$ cat src/rtl/sbct_pkg.sv
// Shared types and constants for the single-byte code page transcoder.
// Used by the probe cell, the search RAM and the core; depends on nothing.
package sbct_pkg;

  localparam int CP_W       = 21;
  localparam int BYTE_W     = 8;
  localparam int SIZE_W     = 9;
  localparam int APB_ADDR_W = 4;
  localparam int APB_DATA_W = 32;

  localparam logic [CP_W-1:0]   UNMAPPED_MARK   = 21'h00FFFF;
  localparam logic [SIZE_W-1:0] SIZE_RESET      = 9'd256;
  localparam logic [BYTE_W-1:0] REPL_BYTE_RESET = 8'd63;

  // Register indexes (byte address / 4)
  localparam logic [1:0] REG_TABLE_SIZE = 2'd0;
  localparam logic [1:0] REG_USE_REPL   = 2'd1;
  localparam logic [1:0] REG_REPL_BYTE  = 2'd2;

  typedef enum logic [1:0] {
    OP_LOAD_DECODE = 2'd0,
    OP_LOAD_SEARCH = 2'd1,
    OP_DECODE      = 2'd2,
    OP_ENCODE      = 2'd3
  } opcode_t;

  typedef enum logic [1:0] {
    ST_OK       = 2'd0,
    ST_UNMAPPED = 2'd1,
    ST_REPLACED = 2'd2,
    ST_NOT_REPR = 2'd3
  } status_t;

  typedef enum logic [1:0] {
    PH_SEARCH = 2'd0,
    PH_CHECK  = 2'd1,
    PH_DONE   = 2'd2
  } phase_t;

  // Search state handed from one probe cell to the next
  typedef struct packed {
    logic              valid;
    phase_t            phase;
    logic [CP_W-1:0]   key;
    logic [BYTE_W-1:0] found;
    logic              last;
  } probe_ctl_t;

endpackage

$ cat src/rtl/sbct_probe_cell.sv
// One binary-search probe cell: compares the key against the entry read for
// the previous cell, narrows lo/hi and issues the next read. Uses sbct_pkg.
module sbct_probe_cell #(
  parameter int ADDR_W = 8
) (
  input  logic                          clk,
  input  logic                          rst,
  input  logic                          hold,
  input  sbct_pkg::probe_ctl_t          prv_ctl,
  input  logic [ADDR_W-1:0]             prv_lo,
  input  logic [ADDR_W-1:0]             prv_hi,
  input  logic [ADDR_W-1:0]             prv_mid,
  input  logic [sbct_pkg::CP_W-1:0]     rd_key_a,
  input  logic [sbct_pkg::BYTE_W-1:0]   rd_byte_a,
  input  logic [sbct_pkg::CP_W-1:0]     rd_key_b,
  input  logic [sbct_pkg::BYTE_W-1:0]   rd_byte_b,
  output logic                          req,
  output logic [ADDR_W-1:0]             addr_a,
  output logic [ADDR_W-1:0]             addr_b,
  output sbct_pkg::probe_ctl_t          st_ctl,
  output logic [ADDR_W-1:0]             st_lo,
  output logic [ADDR_W-1:0]             st_hi,
  output logic [ADDR_W-1:0]             st_mid
);

  sbct_pkg::probe_ctl_t nxt_ctl;
  logic [ADDR_W-1:0]    nxt_lo;
  logic [ADDR_W-1:0]    nxt_hi;
  logic [ADDR_W-1:0]    nxt_mid;
  logic [ADDR_W-1:0]    span;

  always_comb begin
    nxt_ctl = prv_ctl;
    nxt_lo  = prv_lo;
    nxt_hi  = prv_hi;
    nxt_mid = prv_mid;
    addr_a  = prv_mid;
    addr_b  = prv_lo;
    req     = 1'b0;
    span    = '0;
    if (prv_ctl.valid) begin
      case (prv_ctl.phase)
        sbct_pkg::PH_SEARCH: begin
          if (prv_ctl.key > rd_key_a) begin
            nxt_lo = prv_mid;
          end else if (prv_ctl.key < rd_key_a) begin
            nxt_hi = prv_mid;
          end else begin
            nxt_ctl.found = rd_byte_a;
            nxt_ctl.phase = sbct_pkg::PH_DONE;
          end
          if (nxt_ctl.phase == sbct_pkg::PH_SEARCH) begin
            span = nxt_hi - nxt_lo;
            req  = 1'b1;
            if (span > ADDR_W'(1)) begin
              nxt_mid = nxt_lo + (span >> 1);
              addr_a  = nxt_mid;
            end else begin
              // Loop ends: check hi first, then lo
              nxt_ctl.phase = sbct_pkg::PH_CHECK;
              addr_a        = nxt_hi;
              addr_b        = nxt_lo;
            end
          end
        end
        sbct_pkg::PH_CHECK: begin
          if (prv_ctl.key == rd_key_a) begin
            nxt_ctl.found = rd_byte_a;
          end else if (prv_ctl.key == rd_key_b) begin
            nxt_ctl.found = rd_byte_b;
          end else begin
            nxt_ctl.found = '0;
          end
          nxt_ctl.phase = sbct_pkg::PH_DONE;
        end
        default: begin
        end
      endcase
    end
  end

  always_ff @(posedge clk) begin
    if (rst) begin
      st_ctl.valid <= 1'b0;
    end else if (!hold) begin
      st_ctl.valid <= nxt_ctl.valid;
    end
    if (!hold) begin
      st_ctl.phase <= nxt_ctl.phase;
      st_ctl.key   <= nxt_ctl.key;
      st_ctl.found <= nxt_ctl.found;
      st_ctl.last  <= nxt_ctl.last;
      st_lo        <= nxt_lo;
      st_hi        <= nxt_hi;
      st_mid       <= nxt_mid;
    end
  end

endmodule

$ cat config.mk
export PLATFORM = sky130hd
export DESIGN_NAME = sbct_probe_cell
export DESIGN_NICKNAME = d
export VERILOG_FILES = /design/src/rtl/sbct_pkg.sv /design/src/rtl/sbct_probe_cell.sv
export SDC_FILE = /design/constraint.sdc
export NUM_CORES = 1
export LEC_CHECK = 0
export BUFFER_PORTS_ARGS = -buffer_cell sky130_fd_sc_hd__buf_2
export CELL_PAD_IN_SITES_DETAIL_PLACEMENT = 0
export CELL_PAD_IN_SITES_GLOBAL_PLACEMENT = 1
export CORE_MARGIN = 4
export CORE_UTILIZATION = 31
export DETAILED_ROUTE_END_ITERATION = 10
export GPL_TIMING_DRIVEN = 0
export HOLD_SLACK_MARGIN = 0.06
export PLACE_DENSITY = 0.75
export SLEW_MARGIN = 25
export SYNTH_ARGS = -nofsm -noshare
export SYNTH_HDL_FRONTEND = slang
export SYNTH_SLANG_ARGS = --single-unit
$ cat constraint.sdc
create_clock -name clk -period 12 [get_ports clk]
set_input_delay 2.4 -clock clk [delete_from_list [all_inputs] [get_ports clk]]
set_output_delay 2.4 -clock clk [all_outputs]
set_load 0.03 [all_outputs]
=== Yosys cells after proc, flatten, opt, wreduce, memory -nomap -nowiden ===
Cells that the tools add are included.

* Register bits after elaboration: 57
* Logic and storage cells: 58

* Multiplexer cells: 40
* $lt $le $gt $ge: 3
* Reduce and logical (&&, ||, !) cells: 2
* Equality and inequality tests: 3
* $add $sub $neg: 2

{| class="wikitable"
|+ Operator list
! cell !! number
|-
| two-way mux 8 bit || 28
|-
| equality test 21 bit || 2
|-
| > comparator 21 bit || 1
|-
| < comparator 21 bit || 1
|-
| case mux 8 bit (2 select lines) || 1
|-
| two-way mux 2 bit || 7
|-
| adder 8 x 7 -> 8 bit || 1
|-
| > comparator 8 x 1 -> 1 bit, second input constant || 1
|-
| subtractor 8 bit || 1
|-
| zero test 2 bit || 2
|-
| case mux 2 bit (2 select lines) || 1
|-
| two-way mux 1 bit || 3
|-
| equality test 2 x 1 -> 1 bit, second input constant || 1
|}

=== Longest topological paths before layout ===
* Depth in word-level cells: 11
* Gate-level depth with buffers: 28
* Mapped depth without buffers: 24

=== Worst setup path before layout ===
OpenSTA, ideal clock, no wires.

* Path type: input -> output
* Start point: in rd_key_a[19] (netlist bit)
* End point: out addr_a[4]
* Setup slack: 2.167 ns
* Data arrival time: 7.433 ns
* Path buffers: 2
* Cell stages on the path: 26
* Cell sequence: inv_1 ha_1 nand4_4 nor3_1 a222oi_1 nand3_1 buf_2 nand2_1 clkbuf_1 nand2_1 nand2_1 ha_1 inv_1 ha_1 a41oi_1 a21boi_2 o31ai_1 xor2_1 ha_1 nor2_1 o21ai_0 a21oi_1 or3_1 xnor2_1 mux2i_1 o21ai_0

* Cells in the longest elaborated chain, start to end: 11
* Elaborated cells between the ends (all ways): 21
* Those cells by class: 2 x add/sub; 3 x order compare; 15 x mux; 1 x reduce/logical

{| class="wikitable"
|+ Ends and longest elaborated chain
! element !! RTL line !! RTL
|-
| start, declared || sbct_probe_cell.sv:13 || <nowiki>input logic [sbct_pkg::CP_W-1:0] rd_key_a,</nowiki>
|-
| < comparator 21 bit || sbct_probe_cell.sv:46 || <nowiki>end else if (prv_ctl.key < rd_key_a) begin</nowiki>
|-
| two-way mux 8 bit || sbct_probe_cell.sv:46 ||
|-
| two-way mux 8 bit || sbct_probe_cell.sv:44 || <nowiki>if (prv_ctl.key > rd_key_a) begin</nowiki>
|-
| two-way mux 8 bit || sbct_probe_cell.sv:42 || <nowiki>case (prv_ctl.phase)</nowiki>
|-
| two-way mux 8 bit || sbct_probe_cell.sv:41 || <nowiki>if (prv_ctl.valid) begin</nowiki>
|-
| subtractor 8 bit || sbct_probe_cell.sv:53 || <nowiki>span = nxt_hi - nxt_lo;</nowiki>
|-
| adder 8 x 7 -> 8 bit or > comparator 8 x 1 -> 1 bit (tied branches) || sbct_probe_cell.sv:56, sbct_probe_cell.sv:55 ||
|-
| two-way mux 8 bit || sbct_probe_cell.sv:55 || <nowiki>if (span > ADDR_W'(1)) begin</nowiki>
|-
| two-way mux 8 bit * || sbct_probe_cell.sv:52 || <nowiki>if (nxt_ctl.phase == sbct_pkg::PH_SEARCH) begin</nowiki>
|-
| two-way mux 8 bit * || sbct_probe_cell.sv:42 ||
|-
| two-way mux 8 bit * || sbct_probe_cell.sv:41 ||
|-
| end, declared || sbct_probe_cell.sv:18 || <nowiki>output logic [ADDR_W-1:0] addr_a,</nowiki>
|}

Mark *: on every way between the ends. The rest lies on a longest branch, timed or not. The select of a mux whose other input is x is not followed.

=== Final worst setup path ===
* Start point: in prv_ctl[25] (netlist bit)
* End point: out addr_a[4]

* Cells in the longest elaborated chain, start to end: 11
* Elaborated cells between the ends (all ways): 21
* Those cells by class: 2 x add/sub; 3 x order compare; 15 x mux; 1 x reduce/logical

{| class="wikitable"
|+ Ends and longest elaborated chain
! element !! RTL line !! RTL
|-
| start, declared || sbct_probe_cell.sv:9 || <nowiki>input sbct_pkg::probe_ctl_t prv_ctl,</nowiki>
|-
| < comparator 21 bit || sbct_probe_cell.sv:46 ||
|-
| two-way mux 8 bit || sbct_probe_cell.sv:46 ||
|-
| two-way mux 8 bit || sbct_probe_cell.sv:44 ||
|-
| two-way mux 8 bit || sbct_probe_cell.sv:42 ||
|-
| two-way mux 8 bit || sbct_probe_cell.sv:41 ||
|-
| subtractor 8 bit || sbct_probe_cell.sv:53 ||
|-
| adder 8 x 7 -> 8 bit or > comparator 8 x 1 -> 1 bit (tied branches) || sbct_probe_cell.sv:56, sbct_probe_cell.sv:55 ||
|-
| two-way mux 8 bit || sbct_probe_cell.sv:55 ||
|-
| two-way mux 8 bit * || sbct_probe_cell.sv:52 ||
|-
| two-way mux 8 bit * || sbct_probe_cell.sv:42 ||
|-
| two-way mux 8 bit * || sbct_probe_cell.sv:41 ||
|}

Marks and branches as above.

==> flow_summary.json <==
{
  "finalHoldViolations": 0,
  "whs_ps": 553,
  "crit_type": "input pin to primary output",
  "routedWlPerCell_um": 18.0,
  "cpPeakStageDelay_ps": 730,
  "hpwl_um": 13100,
  "clk_latency_ps": 330,
  "ys_ff_latch": 57,
  "yosys_warnings": 0,
  "rows": 44,
  "area_growth_pct": 30.7,
  "top_layer": "met4",
  "grt_overflow": 0,
  "fmax_ghz": 0.0912,
  "synth_nets": 659,
  "path_clk_slew_ps": 50,
  "initial_core_util": 0.322,
  "clockBufferDepth": 2,
  "peakVddDrop_uv": 68.1,
  "slew_headroom": 0.456,
  "syn_area_um2": 4750,
  "grtUsageTotal": 0.183,
  "dpl.cell_count": 882,
  "syn_inst": 512,
  "drc": 0,
  "leakagePower_nw": 2.81,
  "final_cell_mix": "buf_2, nand2_1, edfxtp_1",
  "firstDrtPassIters": 5,
  "hold_buffers": 0,
  "ant_nets": 0,
  "netlist.area_leader.share": 0.354,
  "fin_setup_tns_ps": 0,
  "drt-met1-wl_um": 6770,
  "finalWirelength_um": 16200,
  "die_h_um": 132,
  "cts_buffers": 9,
  "dp_slack_ps": 1070,
  "status": "complete, no violations",
  "cpMostUsedCell": "ha_1",
  "setup.worst_path.end_class": "primary output",
  "place_congestion": 0.902,
  "grt_pass1_wl_um": 25500,
  "nNetsFinal": 856,
  "via_per_inst": 5.22,
  "core_um2": 14800,
  "routed-wl-met3_um": 971,
  "vias": 4690,
  "min_period_ps": 10970,
  "crit_family": "compound AO/OA/AOI/OAI gates",
  "port_buffers": 185,
  "synth_edf_count": 56,
  "setup_viol": 0,
  "crit_buf_inv": 5,
  "hold_path.class": "flip-flop to flip-flop",
  "worst_pin_slew_ps": 815,
  "ys_async_sr_fraction": 0,
  "die_area_um2": 17400,
  "synth.distinct_cells": 76,
  "ctsHtreeMaxLevel": 3,
  "drive_above_1_share": 0.344,
  "clock_sinks": 57,
  "die_width_um": 132,
  "cts_tree": "done",
  "crit_fanout": 10,
  "syn_avg_cell_area_um2": 9.28,
  "stdcell_count": 898,
  "antenna_found_initial": 1,
  "cts_root_buffer": "clkbuf_16",
  "maxCapViolCount": 0,
  "slew_viol_final": 0,
  "postCtsResizedCells": 0,
  "synth-seq-area-share": 0.358,
  "finClkSkew_ps": 0,
  "grt_start_max_net_pins": 30,
  "yosys.area.top_type": "edfxtp_1",
  "crit_required_ps": 9600,
  "p_per_area_nw_per_um2": 130,
  "nFillCells": 1463,
  "met2WireLength_um": 8020,
  "power_w": 0.000810,
  "crit_path_start_kind": "input pin",
  "rsz0062_at_grt": "false",
  "worst_slack_ps": 1030,
  "synth.area.top_cells": "edfxtp_1, ha_1, xnor2_1, o21ai_0, nand2_1",
  "final_common_cell": "buf_2",
  "post_cts_buffers": 0,
  "ios": 192,
  "worstPathArrival_ps": 8570,
  "ys.flop_type": "edfxtp_1",
  "fin_crit_sh": 0.914,
  "slowest_stage": "a222oi_1",
  "grt_pass1_vias": 4791,
  "drt_iter0_drc": 253
}
[path summary, 6_finish.rpt]
kind | end | from | depth (start not counted) | slack (ps)
hold reg to reg | st_ctl[32] | st_ctl[32] | 2 | 550
hold / removal | st_ctl[32] | st_ctl[32] | 2 | 550
setup reg to reg | st_ctl[32] | st_ctl[32] | 2 | 11360
setup / recovery | addr_a[4] | prv_ctl[25] | 27 | 1030
[through the flow]
step / util / cell area [um^2]
floorplan: - / 4750
CTS: 0.421 / 6210
global route: 0.421 / 6210
finish: 0.421 / 6210
global placement: 0.401 / 5910
detailed placement: 0.402 / 5930
[cell type report]
type	count	area, um^2	share of cell area
antenna	1	2.50	0.000403
buffer	23	123	0.0197
clock buffer	11	233	0.0375
clock inverter	4	45.0	0.00725
inverter	38	145	0.0234
multi-input combinational	394	2790	0.449
sequential	57	1700	0.274
tap	184	230	0.0371
timing repair buffer	186	946	0.152
[cells in the mapped netlist, types with 5 or more instances]
cell,instances
a21oi_1,34
a22oi_1,11
and2_1,7
buf_2,5
clkbuf_1,13
edfxtp_1,56
ha_1,29
inv_1,37
mux2_2,8
mux2i_1,12
nand2_1,56
nand3_1,8
nand4_1,9
nor2_1,35
nor3_1,8
o21ai_0,45
xnor2_1,28
xor2_1,13
[metal layers]
metal  GRT usage  vias up
met1       0.223     2207
li1            -     2291
met3      0.0324       23
met2       0.316      169
met5           0        -
met4      0.0805        0
[registers in the layout (all words and copies together), names as in the netlist]
register	count
st_mid	8
st_hi	8
st_ctl	33
st_lo	8
[worst register-to-register path, cell delays in order (launching register included)]
cell and delay [ps]:
dfxtp_1 310, mux2i_1 160, nor2_1 60
[power by group]
group	internal [W]	switching [W]	leakage [nW]
Combinational	0.000119	0.000200	2.11
Sequential	0.000240	0.00000424	0.556
Clock	0.000158	0.0000886	0.139
Total	0.000517	0.000292	2.81
[cells by family after synthesis]
family | share of synthesized area
AO/OA/AOI/OAI | 0.195
XOR/XNOR | 0.0790
adder cells (fa/ha/maj) | 0.0834
buffers and inverters | 0.0558
flip-flops | 0.358
multiplexers | 0.0576
AND/OR/NAND/NOR | 0.171
(Power assumes the default switching activity.)
